### src/hw/rtl/cbrm_pkg.sv
// Shared types and constants of the channel busy ratio meter.
// No dependencies; every other RTL file except cbrm_ram imports this package.
`default_nettype none
package cbrm_pkg;

    localparam int TIME_BITS   = 40;
    localparam int PERIOD_BITS = 10;
    localparam int WIN_BITS    = 16;
    localparam int RUN_BITS    = 16;
    localparam int CBR_BITS    = 17;
    localparam int HELD_BITS   = 7;
    localparam int DIV_W       = TIME_BITS;

    localparam logic [PERIOD_BITS-1:0] PERIOD_RESET = 10'd8;
    localparam logic [WIN_BITS-1:0]    WINDOW_RESET = 16'd12500;

    // configuration register indexes
    localparam logic CFG_SAMPLE_PERIOD = 1'b0;
    localparam logic CFG_WINDOW        = 1'b1;

    typedef struct packed {
        logic [TIME_BITS-1:0] now_us;
        logic                 busy_flag;
        logic                 clear;
    } t_in_item;

    typedef struct packed {
        logic [WIN_BITS-1:0]  busy_samples;
        logic [CBR_BITS-1:0]  cbr_q16;
        logic [HELD_BITS-1:0] runs_held;
        logic                 run_dropped;
    } t_out_item;

    typedef enum logic [3:0] {
        ST_IDLE,
        ST_TDIV_GO,
        ST_TDIV_WAIT,
        ST_UPDATE,
        ST_WALK_GO,
        ST_WALK,
        ST_RDIV_GO,
        ST_RDIV_WAIT,
        ST_DONE
    } t_state;

    typedef struct packed {
        logic latch;
        logic tdiv_go;
        logic rdiv_go;
        logic update;
        logic walk_go;
        logic walk_step;
        logic load_out;
    } t_cmd;

    typedef struct packed {
        logic div_done;
        logic runs_empty;
        logic walk_end;
        logic out_free;
    } t_sts;

endpackage
`default_nettype wire

### src/hw/rtl/cbrm_ram.sv
// Generic single-write, single-read RAM with registered read data.
// No dependencies.
`default_nettype none
module cbrm_ram #(
    parameter int WIDTH = 17,
    parameter int DEPTH = 64
) (
    input  wire logic                     i_clk,
    input  wire logic                     i_we,
    input  wire logic [$clog2(DEPTH)-1:0] i_waddr,
    input  wire logic [WIDTH-1:0]         i_wdata,
    input  wire logic [$clog2(DEPTH)-1:0] i_raddr,
    output      logic [WIDTH-1:0]         o_rdata
);
    logic [WIDTH-1:0] r_mem [DEPTH];

    always_ff @(posedge i_clk) begin
        if (i_we) begin
            r_mem[i_waddr] <= i_wdata;
        end
        o_rdata <= r_mem[i_raddr];
    end
endmodule
`default_nettype wire

### src/hw/rtl/cbrm_div.sv
// Restoring serial divider, one quotient bit per cycle.
// Imports cbrm_pkg but uses nothing from it; used by the datapath.
`default_nettype none
module cbrm_div
    import cbrm_pkg::*;
#(
    parameter int DW = 40,
    parameter int VW = 16
) (
    input  wire logic          i_clk,
    input  wire logic          i_rst_n,
    input  wire logic          i_start,
    input  wire logic [DW-1:0] i_dividend,
    input  wire logic [VW-1:0] i_divisor,
    output      logic          o_done,
    output      logic [DW-1:0] o_quotient
);
    localparam int CNW = $clog2(DW + 1);

    logic [DW-1:0]  r_quo;
    logic [VW-1:0]  r_rem;
    logic [VW-1:0]  r_div;
    logic [CNW-1:0] r_cnt;
    logic           r_run;
    logic           r_done;
    logic [VW:0]    rem_sh;
    logic [VW:0]    diff;
    logic           ge;

    assign rem_sh = {r_rem, r_quo[DW-1]};
    assign diff   = rem_sh - {1'b0, r_div};
    assign ge     = rem_sh >= {1'b0, r_div};

    always_ff @(posedge i_clk) begin
        if (!i_rst_n) begin
            r_run  <= 1'b0;
            r_done <= 1'b0;
            r_cnt  <= '0;
        end else begin
            r_done <= 1'b0;
            if (i_start) begin
                r_run <= 1'b1;
                r_cnt <= CNW'(DW);
            end else if (r_run) begin
                r_cnt <= r_cnt - 1'b1;
                if (r_cnt == CNW'(1)) begin
                    r_run  <= 1'b0;
                    r_done <= 1'b1;
                end
            end
        end
    end

    always_ff @(posedge i_clk) begin
        if (i_start) begin
            r_quo <= i_dividend;
            r_rem <= '0;
            r_div <= i_divisor;
        end else if (r_run) begin
            r_rem <= ge ? diff[VW-1:0] : rem_sh[VW-1:0];
            r_quo <= {r_quo[DW-2:0], ge};
        end
    end

    assign o_done     = r_done;
    assign o_quotient = r_quo;
endmodule
`default_nettype wire

### src/hw/rtl/cbrm_datapath.sv
// Datapath: configuration, timing state, run store walk, divider, result register.
// Depends on cbrm_pkg, cbrm_ram and cbrm_div.
`default_nettype none
module cbrm_datapath
    import cbrm_pkg::*;
#(
    parameter int MAX_RUNS = 64
) (
    input  wire logic                   i_clk,
    input  wire logic                   i_rst_n,
    input  wire logic                   i_cfg_we,
    input  wire logic                   i_cfg_idx,
    input  wire logic [WIN_BITS-1:0]    i_cfg_data,
    input  wire t_in_item               i_in_data,
    input  wire t_cmd                   i_cmd,
    output      t_sts                   o_sts,
    output      logic                   o_out_valid,
    input  wire logic                   i_out_stall,
    output      t_out_item              o_out_data
);
    localparam int CW = $clog2(MAX_RUNS + 1);
    localparam int SW = $clog2(MAX_RUNS);

    logic [PERIOD_BITS-1:0] r_period;
    logic [WIN_BITS-1:0]    r_window;
    logic [TIME_BITS-1:0]   r_last, n_last;
    logic                   r_line_busy, n_line_busy;
    logic [CW-1:0]          r_count, n_count;
    logic [SW-1:0]          r_newest, n_newest;
    t_in_item               r_item;
    logic [WIN_BITS-1:0]    r_total, n_total;
    logic [WIN_BITS-1:0]    r_busy, n_busy;
    logic                   r_dropped, n_dropped;
    logic [CW-1:0]          r_idx, n_idx;
    logic [SW-1:0]          r_rd_slot, n_rd_slot;
    logic [SW-1:0]          r_cur_slot, n_cur_slot;
    t_out_item              r_out;
    logic                   r_out_valid;

    logic [WIN_BITS-1:0]    win;
    logic [WIN_BITS-1:0]    period;
    logic [TIME_BITS-1:0]   elapsed;
    logic [DIV_W-1:0]       div_dividend;
    logic [WIN_BITS-1:0]    div_divisor;
    logic                   div_done;
    logic [DIV_W-1:0]       quo;
    logic [TIME_BITS-1:0]   pend_after;
    logic [SW-1:0]          push_slot;
    logic [RUN_BITS:0]      rd_data;
    logic [RUN_BITS-1:0]    rd_len;
    logic                   rd_busy;
    logic [WIN_BITS:0]      sum;
    logic                   brk;
    logic [WIN_BITS-1:0]    in_part;
    logic                   ram_we;
    logic [SW-1:0]          ram_waddr;
    logic [RUN_BITS:0]      ram_wdata;
    logic [SW-1:0]          ram_raddr;
    logic                   out_free;

    assign win    = (r_window == '0) ? WIN_BITS'(1) : r_window;
    assign period = (r_period == '0) ? WIN_BITS'(1) : WIN_BITS'(r_period);

    // configuration registers
    always_ff @(posedge i_clk) begin
        if (!i_rst_n) begin
            r_period <= PERIOD_RESET;
            r_window <= WINDOW_RESET;
        end else if (i_cfg_we) begin
            unique case (i_cfg_idx)
                CFG_SAMPLE_PERIOD: r_period <= i_cfg_data[PERIOD_BITS-1:0];
                CFG_WINDOW:        r_window <= i_cfg_data;
                default:           r_window <= r_window;
            endcase
        end
    end

    assign elapsed = (r_item.now_us >= r_last) ? (r_item.now_us - r_last) : '0;

    // shared divider: elapsed / period, then busy * 2^16 / window
    assign div_dividend = i_cmd.rdiv_go ? DIV_W'({r_busy, 16'h0000}) : DIV_W'(elapsed);
    assign div_divisor  = i_cmd.rdiv_go ? win : period;

    cbrm_div #(.DW(DIV_W), .VW(WIN_BITS)) u_div (
        .i_clk      (i_clk),
        .i_rst_n    (i_rst_n),
        .i_start    (i_cmd.tdiv_go | i_cmd.rdiv_go),
        .i_dividend (div_dividend),
        .i_divisor  (div_divisor),
        .o_done     (div_done),
        .o_quotient (quo)
    );

    assign push_slot = (r_newest == SW'(MAX_RUNS - 1)) ? '0 : r_newest + 1'b1;

    assign rd_len  = rd_data[RUN_BITS:1];
    assign rd_busy = rd_data[0];
    assign sum     = {1'b0, r_total} + {1'b0, rd_len};
    assign brk     = sum >= {1'b0, win};
    assign in_part = (r_total < win) ? win - r_total : '0;

    always_comb begin
        n_last      = r_last;
        n_line_busy = r_line_busy;
        n_count     = r_count;
        n_newest    = r_newest;
        n_total     = r_total;
        n_busy      = r_busy;
        n_dropped   = r_dropped;
        n_idx       = r_idx;
        n_rd_slot   = r_rd_slot;
        n_cur_slot  = r_cur_slot;
        pend_after  = '0;
        ram_we      = 1'b0;
        ram_waddr   = push_slot;
        ram_wdata   = {(|quo[DIV_W-1:RUN_BITS]) ? {RUN_BITS{1'b1}} : quo[RUN_BITS-1:0],
                       r_line_busy};
        ram_raddr   = r_newest;

        if (i_cmd.update) begin
            n_dropped = 1'b0;
            if (r_item.clear) begin
                n_count     = '0;
                n_line_busy = 1'b0;
                n_last      = r_item.now_us;
            end else if (r_item.busy_flag != r_line_busy) begin
                // close the run that just ended, if it spans a whole period
                if (quo != '0) begin
                    ram_we   = 1'b1;
                    n_newest = push_slot;
                    if (r_count < CW'(MAX_RUNS)) begin
                        n_count = r_count + 1'b1;
                    end else begin
                        n_dropped = 1'b1;
                    end
                end
                n_line_busy = r_item.busy_flag;
                n_last      = r_item.now_us;
            end else begin
                pend_after = quo;
            end
            n_total = (pend_after >= TIME_BITS'(win)) ? win : pend_after[WIN_BITS-1:0];
            n_busy  = n_line_busy ? n_total : '0;
        end

        if (i_cmd.walk_go) begin
            n_idx      = '0;
            n_cur_slot = r_newest;
            n_rd_slot  = (r_newest == '0) ? SW'(MAX_RUNS - 1) : r_newest - 1'b1;
        end

        if (i_cmd.walk_step) begin
            ram_raddr = r_rd_slot;
            if (brk) begin
                if (rd_busy) begin
                    n_busy = r_busy + in_part;
                end
                // keep only the part of the edge run inside the window
                if (in_part != '0) begin
                    ram_we    = 1'b1;
                    ram_waddr = r_cur_slot;
                    ram_wdata = {in_part, rd_busy};
                    n_count   = r_idx + 1'b1;
                end else begin
                    n_count = r_idx;
                end
            end else begin
                n_total = sum[WIN_BITS-1:0];
                if (rd_busy) begin
                    n_busy = r_busy + rd_len;
                end
                n_idx      = r_idx + 1'b1;
                n_cur_slot = r_rd_slot;
                n_rd_slot  = (r_rd_slot == '0) ? SW'(MAX_RUNS - 1) : r_rd_slot - 1'b1;
            end
        end
    end

    cbrm_ram #(.WIDTH(RUN_BITS + 1), .DEPTH(MAX_RUNS)) u_runs (
        .i_clk   (i_clk),
        .i_we    (ram_we),
        .i_waddr (ram_waddr),
        .i_wdata (ram_wdata),
        .i_raddr (ram_raddr),
        .o_rdata (rd_data)
    );

    always_ff @(posedge i_clk) begin
        if (!i_rst_n) begin
            r_last      <= '0;
            r_line_busy <= 1'b0;
            r_count     <= '0;
            r_newest    <= '0;
            r_out_valid <= 1'b0;
        end else begin
            r_last      <= n_last;
            r_line_busy <= n_line_busy;
            r_count     <= n_count;
            r_newest    <= n_newest;
            if (i_cmd.load_out) begin
                r_out_valid <= 1'b1;
            end else if (!i_out_stall) begin
                r_out_valid <= 1'b0;
            end
        end
    end

    always_ff @(posedge i_clk) begin
        if (i_cmd.latch) begin
            r_item <= i_in_data;
        end
        r_total    <= n_total;
        r_busy     <= n_busy;
        r_dropped  <= n_dropped;
        r_idx      <= n_idx;
        r_rd_slot  <= n_rd_slot;
        r_cur_slot <= n_cur_slot;
        if (i_cmd.load_out) begin
            r_out.busy_samples <= r_busy;
            r_out.cbr_q16      <= quo[CBR_BITS-1:0];
            r_out.runs_held    <= HELD_BITS'(r_count);
            r_out.run_dropped  <= r_dropped;
        end
    end

    assign out_free = !r_out_valid || !i_out_stall;

    assign o_sts.div_done   = div_done;
    assign o_sts.runs_empty = (r_count == '0);
    assign o_sts.walk_end   = brk || ((CW + 1)'(r_idx) + 1'b1 == (CW + 1)'(r_count));
    assign o_sts.out_free   = out_free;

    assign o_out_valid = r_out_valid;
    assign o_out_data  = r_out;
endmodule
`default_nettype wire

### src/hw/rtl/cbrm_ctrl.sv
// Controller state machine that sequences one item through the datapath.
// Depends on cbrm_pkg.
`default_nettype none
module cbrm_ctrl
    import cbrm_pkg::*;
(
    input  wire logic i_clk,
    input  wire logic i_rst_n,
    input  wire logic i_in_valid,
    output      logic o_in_stall,
    input  wire t_sts i_sts,
    output      t_cmd o_cmd
);
    t_state r_state, n_state;

    always_ff @(posedge i_clk) begin
        if (!i_rst_n) begin
            r_state <= ST_IDLE;
        end else begin
            r_state <= n_state;
        end
    end

    always_comb begin
        n_state    = r_state;
        o_cmd      = '0;
        o_in_stall = 1'b1;
        unique case (r_state)
            ST_IDLE: begin
                o_in_stall = 1'b0;
                if (i_in_valid) begin
                    o_cmd.latch = 1'b1;
                    n_state     = ST_TDIV_GO;
                end
            end
            ST_TDIV_GO: begin
                o_cmd.tdiv_go = 1'b1;
                n_state       = ST_TDIV_WAIT;
            end
            ST_TDIV_WAIT: begin
                if (i_sts.div_done) begin
                    n_state = ST_UPDATE;
                end
            end
            ST_UPDATE: begin
                o_cmd.update = 1'b1;
                n_state      = ST_WALK_GO;
            end
            ST_WALK_GO: begin
                if (i_sts.runs_empty) begin
                    n_state = ST_RDIV_GO;
                end else begin
                    o_cmd.walk_go = 1'b1;
                    n_state       = ST_WALK;
                end
            end
            ST_WALK: begin
                o_cmd.walk_step = 1'b1;
                if (i_sts.walk_end) begin
                    n_state = ST_RDIV_GO;
                end
            end
            ST_RDIV_GO: begin
                o_cmd.rdiv_go = 1'b1;
                n_state       = ST_RDIV_WAIT;
            end
            ST_RDIV_WAIT: begin
                if (i_sts.div_done) begin
                    n_state = ST_DONE;
                end
            end
            ST_DONE: begin
                if (i_sts.out_free) begin
                    o_cmd.load_out = 1'b1;
                    n_state        = ST_IDLE;
                end
            end
            default: n_state = ST_IDLE;
        endcase
    end
endmodule
`default_nettype wire

### src/hw/rtl/channel_busy_ratio_meter_unit.sv
// Top level of the channel busy ratio meter.
// Depends on cbrm_pkg, cbrm_ctrl and cbrm_datapath (with cbrm_div, cbrm_ram).
//
// Usage:
//   Input beats (i_in_valid / o_in_stall) carry now_us, busy_flag and clear.
//   Each input beat yields exactly one output beat (o_out_valid / i_out_stall)
//   with busy samples in the window, the Q16 busy ratio, the runs still held
//   and a flag for a run pushed out of a full store.
//   Configuration: pulse i_cfg_we with i_cfg_idx 0 (sample period, 10 bits)
//   or 1 (window length, 16 bits); write only while the block is idle.
// Sequence:
//   One item at a time. An item passes through a serial division for the
//   elapsed periods, a walk over the stored runs (if any, up to MAX_RUNS),
//   one run per cycle, and a second serial division for the ratio, all on
//   the one shared divider. The next input beat is accepted as soon as the
//   result sits in the output register, even while the receiver stalls it;
//   a result waiting in that register holds the following item at its end
//   until the register drains.
// Reset:
//   Synchronous, active low: idle line, no runs, time base zero, period 8 us,
//   window 12500 periods. The run RAM needs no clearing pass.
`default_nettype none
module channel_busy_ratio_meter_unit
    import cbrm_pkg::*;
#(
    parameter int MAX_RUNS = 64
) (
    input  wire logic                i_clk,
    input  wire logic                i_rst_n,
    input  wire logic                i_cfg_we,
    input  wire logic                i_cfg_idx,
    input  wire logic [WIN_BITS-1:0] i_cfg_data,
    input  wire logic                i_in_valid,
    output      logic                o_in_stall,
    input  wire t_in_item            i_in_data,
    output      logic                o_out_valid,
    input  wire logic                i_out_stall,
    output      t_out_item           o_out_data
);
    t_cmd cmd;
    t_sts sts;

    // sequence: latch, divide elapsed time, update runs, walk, divide ratio, hold result
    cbrm_ctrl u_ctrl (
        .i_clk      (i_clk),
        .i_rst_n    (i_rst_n),
        .i_in_valid (i_in_valid),
        .o_in_stall (o_in_stall),
        .i_sts      (sts),
        .o_cmd      (cmd)
    );

    cbrm_datapath #(.MAX_RUNS(MAX_RUNS)) u_dp (
        .i_clk       (i_clk),
        .i_rst_n     (i_rst_n),
        .i_cfg_we    (i_cfg_we),
        .i_cfg_idx   (i_cfg_idx),
        .i_cfg_data  (i_cfg_data),
        .i_in_data   (i_in_data),
        .i_cmd       (cmd),
        .o_sts       (sts),
        .o_out_valid (o_out_valid),
        .i_out_stall (i_out_stall),
        .o_out_data  (o_out_data)
    );

    // one item in flight: after an accepted beat, stall until the result is out
    a_one_in_flight: assert property (@(posedge i_clk) disable iff (!i_rst_n)
        (i_in_valid && !o_in_stall) |=> o_in_stall)
        else $error("input accepted while an item is in flight");

    // never overwrite a result the receiver has not taken
    a_no_overwrite: assert property (@(posedge i_clk) disable iff (!i_rst_n)
        cmd.load_out |-> sts.out_free)
        else $error("result register overwritten");

    // a ratio needs busy samples
    a_ratio_zero: assert property (@(posedge i_clk) disable iff (!i_rst_n)
        (o_out_valid && o_out_data.busy_samples == '0) |-> (o_out_data.cbr_q16 == '0))
        else $error("nonzero ratio with zero busy samples");
endmodule
`default_nettype wire

### config.mk
export PLATFORM = sky130hd
export DESIGN_NAME = channel_busy_ratio_meter_unit
export DESIGN_NICKNAME = d
export VERILOG_FILES = /design/src/hw/rtl/cbrm_pkg.sv /design/src/hw/rtl/cbrm_ram.sv /design/src/hw/rtl/cbrm_div.sv /design/src/hw/rtl/cbrm_datapath.sv /design/src/hw/rtl/cbrm_ctrl.sv /design/src/hw/rtl/channel_busy_ratio_meter_unit.sv
export SDC_FILE = /design/constraint.sdc
export NUM_CORES = 2
export LEC_CHECK = 0
export BUFFER_PORTS_ARGS = -buffer_cell sky130_fd_sc_hd__clkbuf_2
export CAP_MARGIN = 0
export CORE_UTILIZATION = 43
export DETAILED_ROUTE_END_ITERATION = 10
export SYNTH_ARGS = -nofsm -noshare
export SYNTH_HDL_FRONTEND = slang
export SYNTH_HIERARCHICAL = 1
export SYNTH_SLANG_ARGS = --single-unit
### constraint.sdc
create_clock -name i_clk -period 13.85 [get_ports i_clk]
set_input_delay 2.77 -clock i_clk [delete_from_list [all_inputs] [get_ports i_clk]]
set_output_delay 2.77 -clock i_clk [all_outputs]
set_load 0.05 [all_outputs]
Yosys cells after proc, flatten, opt, wreduce, memory -nomap -nowiden:

Memory sizes are Yosys's and may differ from the RTL's. A register that Yosys moved wholly into a read port is not among the register bits.
Cells that the tools add are included.

* equal/unequal tests: 18
* $lt $le $gt $ge: 6
* add/subtract/negate cells: 13
* reduce and logical (&&, ||, !) cells: 23
* bitwise logic cells: 7
* mux-type cells: 91

Operators by type and width (number)
* two-way mux 40 bit: 9
* two-way mux 16 bit: 15
* two-way mux 6 bit: 15
* two-way mux 7 bit: 11
* two-way mux 17 bit: 3
* >= comparator 40 x 16 -> 1 bit: 1
* >= comparator 40 bit: 1
* nonzero test 40 bit: 1
* subtractor 40 bit: 1
* case mux 4 bit (9 select lines): 1
* >= comparator 17 x 16 -> 1 bit: 2
* adder 16 bit: 2
* subtractor 16 bit: 2
* two-way mux 1 bit: 30
* OR reduction 24 bit: 1
* two-way mux 4 bit: 5
* subtractor 6 x 1 -> 6 bit, second input constant: 3
* adder 16 x 16 -> 17 bit: 1
* equality test 4 x 3 -> 1 bit, second input constant: 4
* zero test 16 bit: 1
* less-than comparator 16 bit: 1
* nonzero test 16 bit: 1
* adder 7 x 1 -> 7 bit, second input constant: 2
* zero test 6 bit: 2
* other kinds (27): 43

* output and inout port bits: 43
* register bits after elaboration: 300
* memories: 1
* logic and storage cells: 187
* input port bits: 64
* memory bits (writable): 1088

Memory list
* u_dp.u_runs.r_mem: words 64, bits a word 17, rd ports 1, clocked after Yosys merged registers in 1, wr ports 1, RTL line cbrm_ram.sv:15 `logic [WIDTH-1:0] r_mem [DEPTH];`

Longest topological paths before layout:

* depth after elaboration: 11
* gate-level depth with buffers: 26

Modules after synthesis:

The synthesis kept the hierarchy.

Modules (own cells, without submodules)
* cbrm_ram: area each 42344.4 µm², times used 1, cells each 1953
* cbrm_datapath: area each 15737.6 µm², times used 1, cells each 1895
* cbrm_div: area each 3966.3 µm², times used 1, cells each 333
* cbrm_ctrl: area each 351.6 µm², times used 1, cells each 44

Least setup slack after synthesis:

No wires, ideal clock.

* kind: register to register
* start: register u_dp.r_total[0]
* end: memory u_dp.u_runs.r_mem[0][0], data pin
* period minus slack after synthesis: 6.949 ns
* required time: 13.148 ns
* path buffers: 1
* library setup time: 0.702 ns
* cell stages (with the launch flop): 21
* arrival time: 6.248 ns
* slack: 6.901 ns
* cells stage by stage: dfxtp_1 ha_1 fa_1 a21oi_1 o221ai_1 nor3_1 o31ai_1 o21ai_0 a21oi_1 o21ai_0 nand2b_1 xor2_1 ha_1 a21oi_1 o21ai_0 a31oi_1 o21ai_0 o21ai_0 nor2_2 buf_2 o21ai_0

* word-level cells in the longest chain between the ends: 6

Ends and longest elaborated chain
* start, declared: RTL line cbrm_datapath.sv:31 `logic [WIN_BITS-1:0] r_total, n_total;`
* start signal, assigned: RTL line cbrm_datapath.sv:212 `r_total <= n_total;`
* branches (longest 4 deep; another with adder 16 x 16 -> 17 bit)
* two-way mux 17 bit *: RTL line cbrm_datapath.sv:154 `if (brk) begin`
* two-way mux 17 bit *: RTL line cbrm_datapath.sv:152 `if (i_cmd.walk_step) begin`
* via u_dp.ram_wdata[0]: RTL line cbrm_datapath.sv:57 `logic [RUN_BITS:0] ram_wdata;`
* end, declared: RTL line cbrm_ram.sv:15

Mark *: on every way through the listed nets, which the timed path passes.

Final worst setup path:

* start: register u_dp.r_total[0]
* end: memory u_dp.u_runs.r_mem[39][10], enable pin

RTL lines
* branches (longest 4 deep; another with adder 16 x 16 -> 17 bit)
* two-way mux 6 bit *: RTL line cbrm_datapath.sv:154
* two-way mux 6 bit *: RTL line cbrm_datapath.sv:152
* via u_dp.ram_waddr[2]: RTL line cbrm_datapath.sv:56 `logic [SW-1:0] ram_waddr;`

Marks and branches as above.

==> flow_summary_export.csv <==
group,metric,value,unit
timing,rsz0062_at_grt,"false",
routing,drc,16,
hold_path,hold_depth,2,
worst_setup_path,worst-path-max-fanout,35,
final_layout,utilization,48.7,%
global_routing,grt_pass1_vias,36209,
final_layout,fin_nets,4590,
timing,finalCriticalPeriod,8.86,ns
routing,viasPerCell,5.81,
synth,synth_edf_count,1228,
timing,final-hold-violation-count,0,
cts,cts_num_sinks,1405,
worst_setup_path,path_common_cell,"o21ai_0",
global_routing,grt_use_total,22.4,%
routing,via_count,37086,
pwr,swShare,31.6,%
worst_setup_path,path_buf_inv,1,
die,start_util,43.4,%
cts,cts_hold_buf,0,
outcome,violations,"DRC",
synth,synth_common_cells,"1228 x edfxtp_1, 278 x nand2_1, 264 x nor2_1, 216 x mux4_2, 177 x dfxtp_1",
routing,first_pass_iters,9,
synth,yosys.area.top_type,"edfxtp_1",
synth,synth_seq_cells,1405,
timing,worstMarginPinSlew,1.23,ns
synth,synthCells,4225,
global_routing,grt_max_degree,133,
worst_setup_path,crit_chain,"ha_1 -> fa_1 -> a21oi_1 -> o221ai_1 -> nor3_1 -> o31ai_1 -> o21ai_0 -> a21oi_1 -> o21ai_0 -> nand2b_1 -> xor2_1 -> ha_1 -> a21oi_1 -> o21ai_0 -> a31oi_1 -> o21ai_0 -> o21ai_1 -> nor2_4 -> o21ai_0 -> nand4_1 -> nor2_1 -> buf_4",
placement,dp.cells,6109,
worst_setup_path,r2r_cells,22,
synth,synthDistinctLibCells,89,
global_routing,antenna_found_initial,2,
placement,placed_area,65200,um^2
synth,ys_top_cells_by_area,"edfxtp_1 59%, mux4_2 7.8%, dfxtp_1 5.7%, ha_1 3.2%, mux2i_1 2.7%",
synth,yosysSeqAreaShare,64.8,%
synth,synth.most_common_cell,"edfxtp_1",
synth,yosys_most_used_dff,"edfxtp_1",
final_layout,drive_gt1_share,17.7,%
worst_setup_path,r2r_slack,4.99,ns
synth,yosys.area.top_type_share,59.1,%
pwr,p_total,12.3,mW
placement,dp_hpwl,107000,um
die,num_io_pins,107,
hold_path,min-delay-start,"u_dp/r_last[32]",
final_layout,num_antenna_cells,0,
pwr,leakage,20.2,nW
cts,postCtsSetupBuffers,0,
die,core,144000,um^2
timing,drv_slew,0,
placement,port_buffers,106,
cts,clkTransAtPathRegs,0.06,ns
worst_setup_path,critPathTopFamily,"compound AO/OA/AOI/OAI gates",
worst_setup_path,critPathLaunchType,"flip-flop",
worst_setup_path,arrival,9.34,ns
worst_setup_path,crit_path_end_kind,"flip-flop",
outcome,status,"finished, violations left",
timing,finalCritPeriodShare,64.0,%
synth,synth_fp_nets,4457,
global_routing,grt_overflow_total,0,
synth,yosys_warnings,6,
worst_setup_path,slowest_delay,1.20,ns
pwr,switchingPower,3.88,mW
routing,routed_wl,166000,um
cts,cts_buffers,150,
cts,htreeDepth,4,
flow_run,cap_violations,0,
routing,final_antenna_net_count,0,
pwr,power_density,175,nW/um^2
cts,clkLatencyLatePin,0.79,ns
timing,fin_tns_setup,0,ns
pwr,comb_power_share,25.1,%
pwr,ir_drop,0.126,mV
final_layout,syn_to_final_growth,12.3,%
die,row_count,139,
worst_setup_path,critPathSlowestCell,"nand4_1",
worst_setup_path,timing.rr.start,"u_dp/r_total[0]",
synth,syn_area_per_cell,14.8,um^2
die,die_height,383,um
die,die_w,383,um
placement,globalplace.congestion,0.950,
pwr,clock_power_share,32.3,%
hold_path,holdCritPathClass,"reg2reg",
worst_setup_path,critical_path_depth,22,
routing,drt_iter0_drc,3790,
routing,routedWlPerCell,25.9,um
pwr,intPower,8.37,mW
cts,ctsResizeCount,0,
worst_setup_path,required,14.33,ns
timing,setup_viol,0,
hold_path,hold_end,"u_dp/r_last[32]",
synth,async_flop_share,0,%
synth,synth_area,62400,um^2
die,dieArea,147000,um^2
cts,cts_tree,"built",
global_routing,grt_first_pass_wirelength,242000,um
worst_setup_path,worstSetupPathType,"reg2reg",
timing,maxSlewHeadroom,18.0,%
worst_setup_path,r2r_end,"u_dp/u_runs/r_mem[39][10]",
timing,clock_skew,0.0250,ns
cts,cts_root_buffer,"clkbuf_16",
final_layout,final_area,70100,um^2
timing,fmax,113,MHz
cts,cts_buffer_depth,3,
final_layout,fin_cells,6388,
pwr,p_seq_share,42.6,%
-- cells by family (layout without fill, tap and decap cells) --
family / count (synthesis) / in the layout / synth area share [%]
mux: 452 / 452 / 11.7
xor+xnor: 119 / 119 / 1.67
flops: 1405 / 1405 / 64.8
simple gates: 939 / 939 / 7.13
buf+inv: 384 / 644 / 2.83
fa+ha+maj: 168 / 168 / 3.44
compound gates: 758 / 758 / 8.44
-- flip-flops by register name, indices dropped and copies added, names as in the netlist, 7 cells and up --
name	cells
u_dp/u_runs/r_mem	1088
u_dp/r_idx	7
u_dp/u_runs/o_rdata	17
u_dp/r_last	40
u_dp/r_item	42
u_dp/r_period	10
u_dp/u_div/r_rem	16
u_dp/r_window	16
u_dp/o_out_data	41
u_dp/r_count	7
u_dp/r_total	16
u_dp/r_busy	16
u_dp/u_div/r_div	16
u_dp/u_div/o_quotient	40
-- power by group through the flow --
| stage | clock [mW] | combinational [mW] | sequential [mW] |
|---|---|---|---|
| 2_1_floorplan | 0 | 2.24 | 5.13 |
| 3_3_place_gp | 0 | 3.03 | 5.29 |
| 3_5_place_dp | 0 | 3.04 | 5.29 |
| 4_1_cts | 4.04 | 3.06 | 5.21 |
| 5_1_grt | 4.20 | 3.37 | 5.23 |
| 6_report | 3.96 | 3.08 | 5.22 |
-- layout by cell type (no fill, tap or decap), types with 12 or more instances in the layout --
master     instances
o221ai_1          23
nand3_1           63
clkinv_1          34
nand2_1          278
a211oi_1          62
o31ai_1           18
clkbuf_16        152
nor2_1           231
dfxtp_1          177
and3_1            33
nor2b_1           46
o21ai_0          142
o211ai_1          16
o21a_1            21
xnor2_1           68
and2_1            38
nor2_2            25
clkbuf_1          27
mux2i_1          169
a21oi_1          118
mux2_2            65
inv_1            155
nor3_1            69
a21boi_0          72
a21o_1            53
clkinv_2          24
buf_4            100
edfxtp_1        1228
clkbuf_2         106
a22oi_1           64
a221oi_1          48
ha_1             162
a31oi_1           17
nand4_1           24
bufinv_16         12
nand2b_1          26
mux4_2           216
xor2_1            51
nor4_1            26
-- worst reg2reg max path, stage by stage, from the launching register on --
cell and delay, ns:
dfxtp_1 0.33, ha_1 0.24, fa_1 0.41, a21oi_1 0.24
o221ai_1 0.22, nor3_1 0.32, o31ai_1 0.20, o21ai_0 0.23
a21oi_1 0.11, o21ai_0 0.17, nand2b_1 0.08, xor2_1 0.22
ha_1 0.29, a21oi_1 0.12, o21ai_0 0.10, a31oi_1 0.15
o21ai_0 0.27, o21ai_1 0.94, nor2_4 0.42, o21ai_0 1.01
nand4_1 1.21, nor2_1 0.98, buf_4 0.32
-- per-layer routing --
metal | GRT usage [%] | wire length, um
met1 | 30.9 | 70500
met2 | 35.1 | 76500
met3 | 3.64 | 11400
met4 | 9.85 | 7130
met5 | 0 | 0
-- worst max-delay path by stage --
stage	to	start	slack (ns)
after floorplan	u_dp/u_runs/r_mem[0][0]	u_dp/r_total[0]	6.90
after global placement	u_dp/u_runs/r_mem[7][10]	u_dp/r_total[0]	5.49
after detailed placement	u_dp/u_runs/r_mem[39][11]	u_dp/r_total[0]	5.25
after CTS	u_dp/u_runs/r_mem[39][11]	u_dp/r_total[0]	5.17
after global routing	u_dp/u_runs/r_mem[39][10]	u_dp/r_total[0]	4.37
final	u_dp/u_runs/r_mem[39][10]	u_dp/r_total[0]	4.99
-- through the flow --
stage / hold slack (ns) / worst slack, ns
detailed placement: 0.460 / 5.25
global placement: 0.453 / 5.49
floorplan: 0.400 / 6.90
global route: 0.482 / 4.37
CTS: 0.469 / 5.17
finish: 0.464 / 4.99
-- layout make-up --
class                      instances  area, um^2
tap                             1903        2380
inverter                         157         589
multi-input combinational       2436       20500
timing repair buffer             208        1320
clock inverter                    98         938
fill                           12234       73800
clock buffer                     181        3930
sequential                      1405       40400
Note: power is estimated with default switching activity, not from simulation.
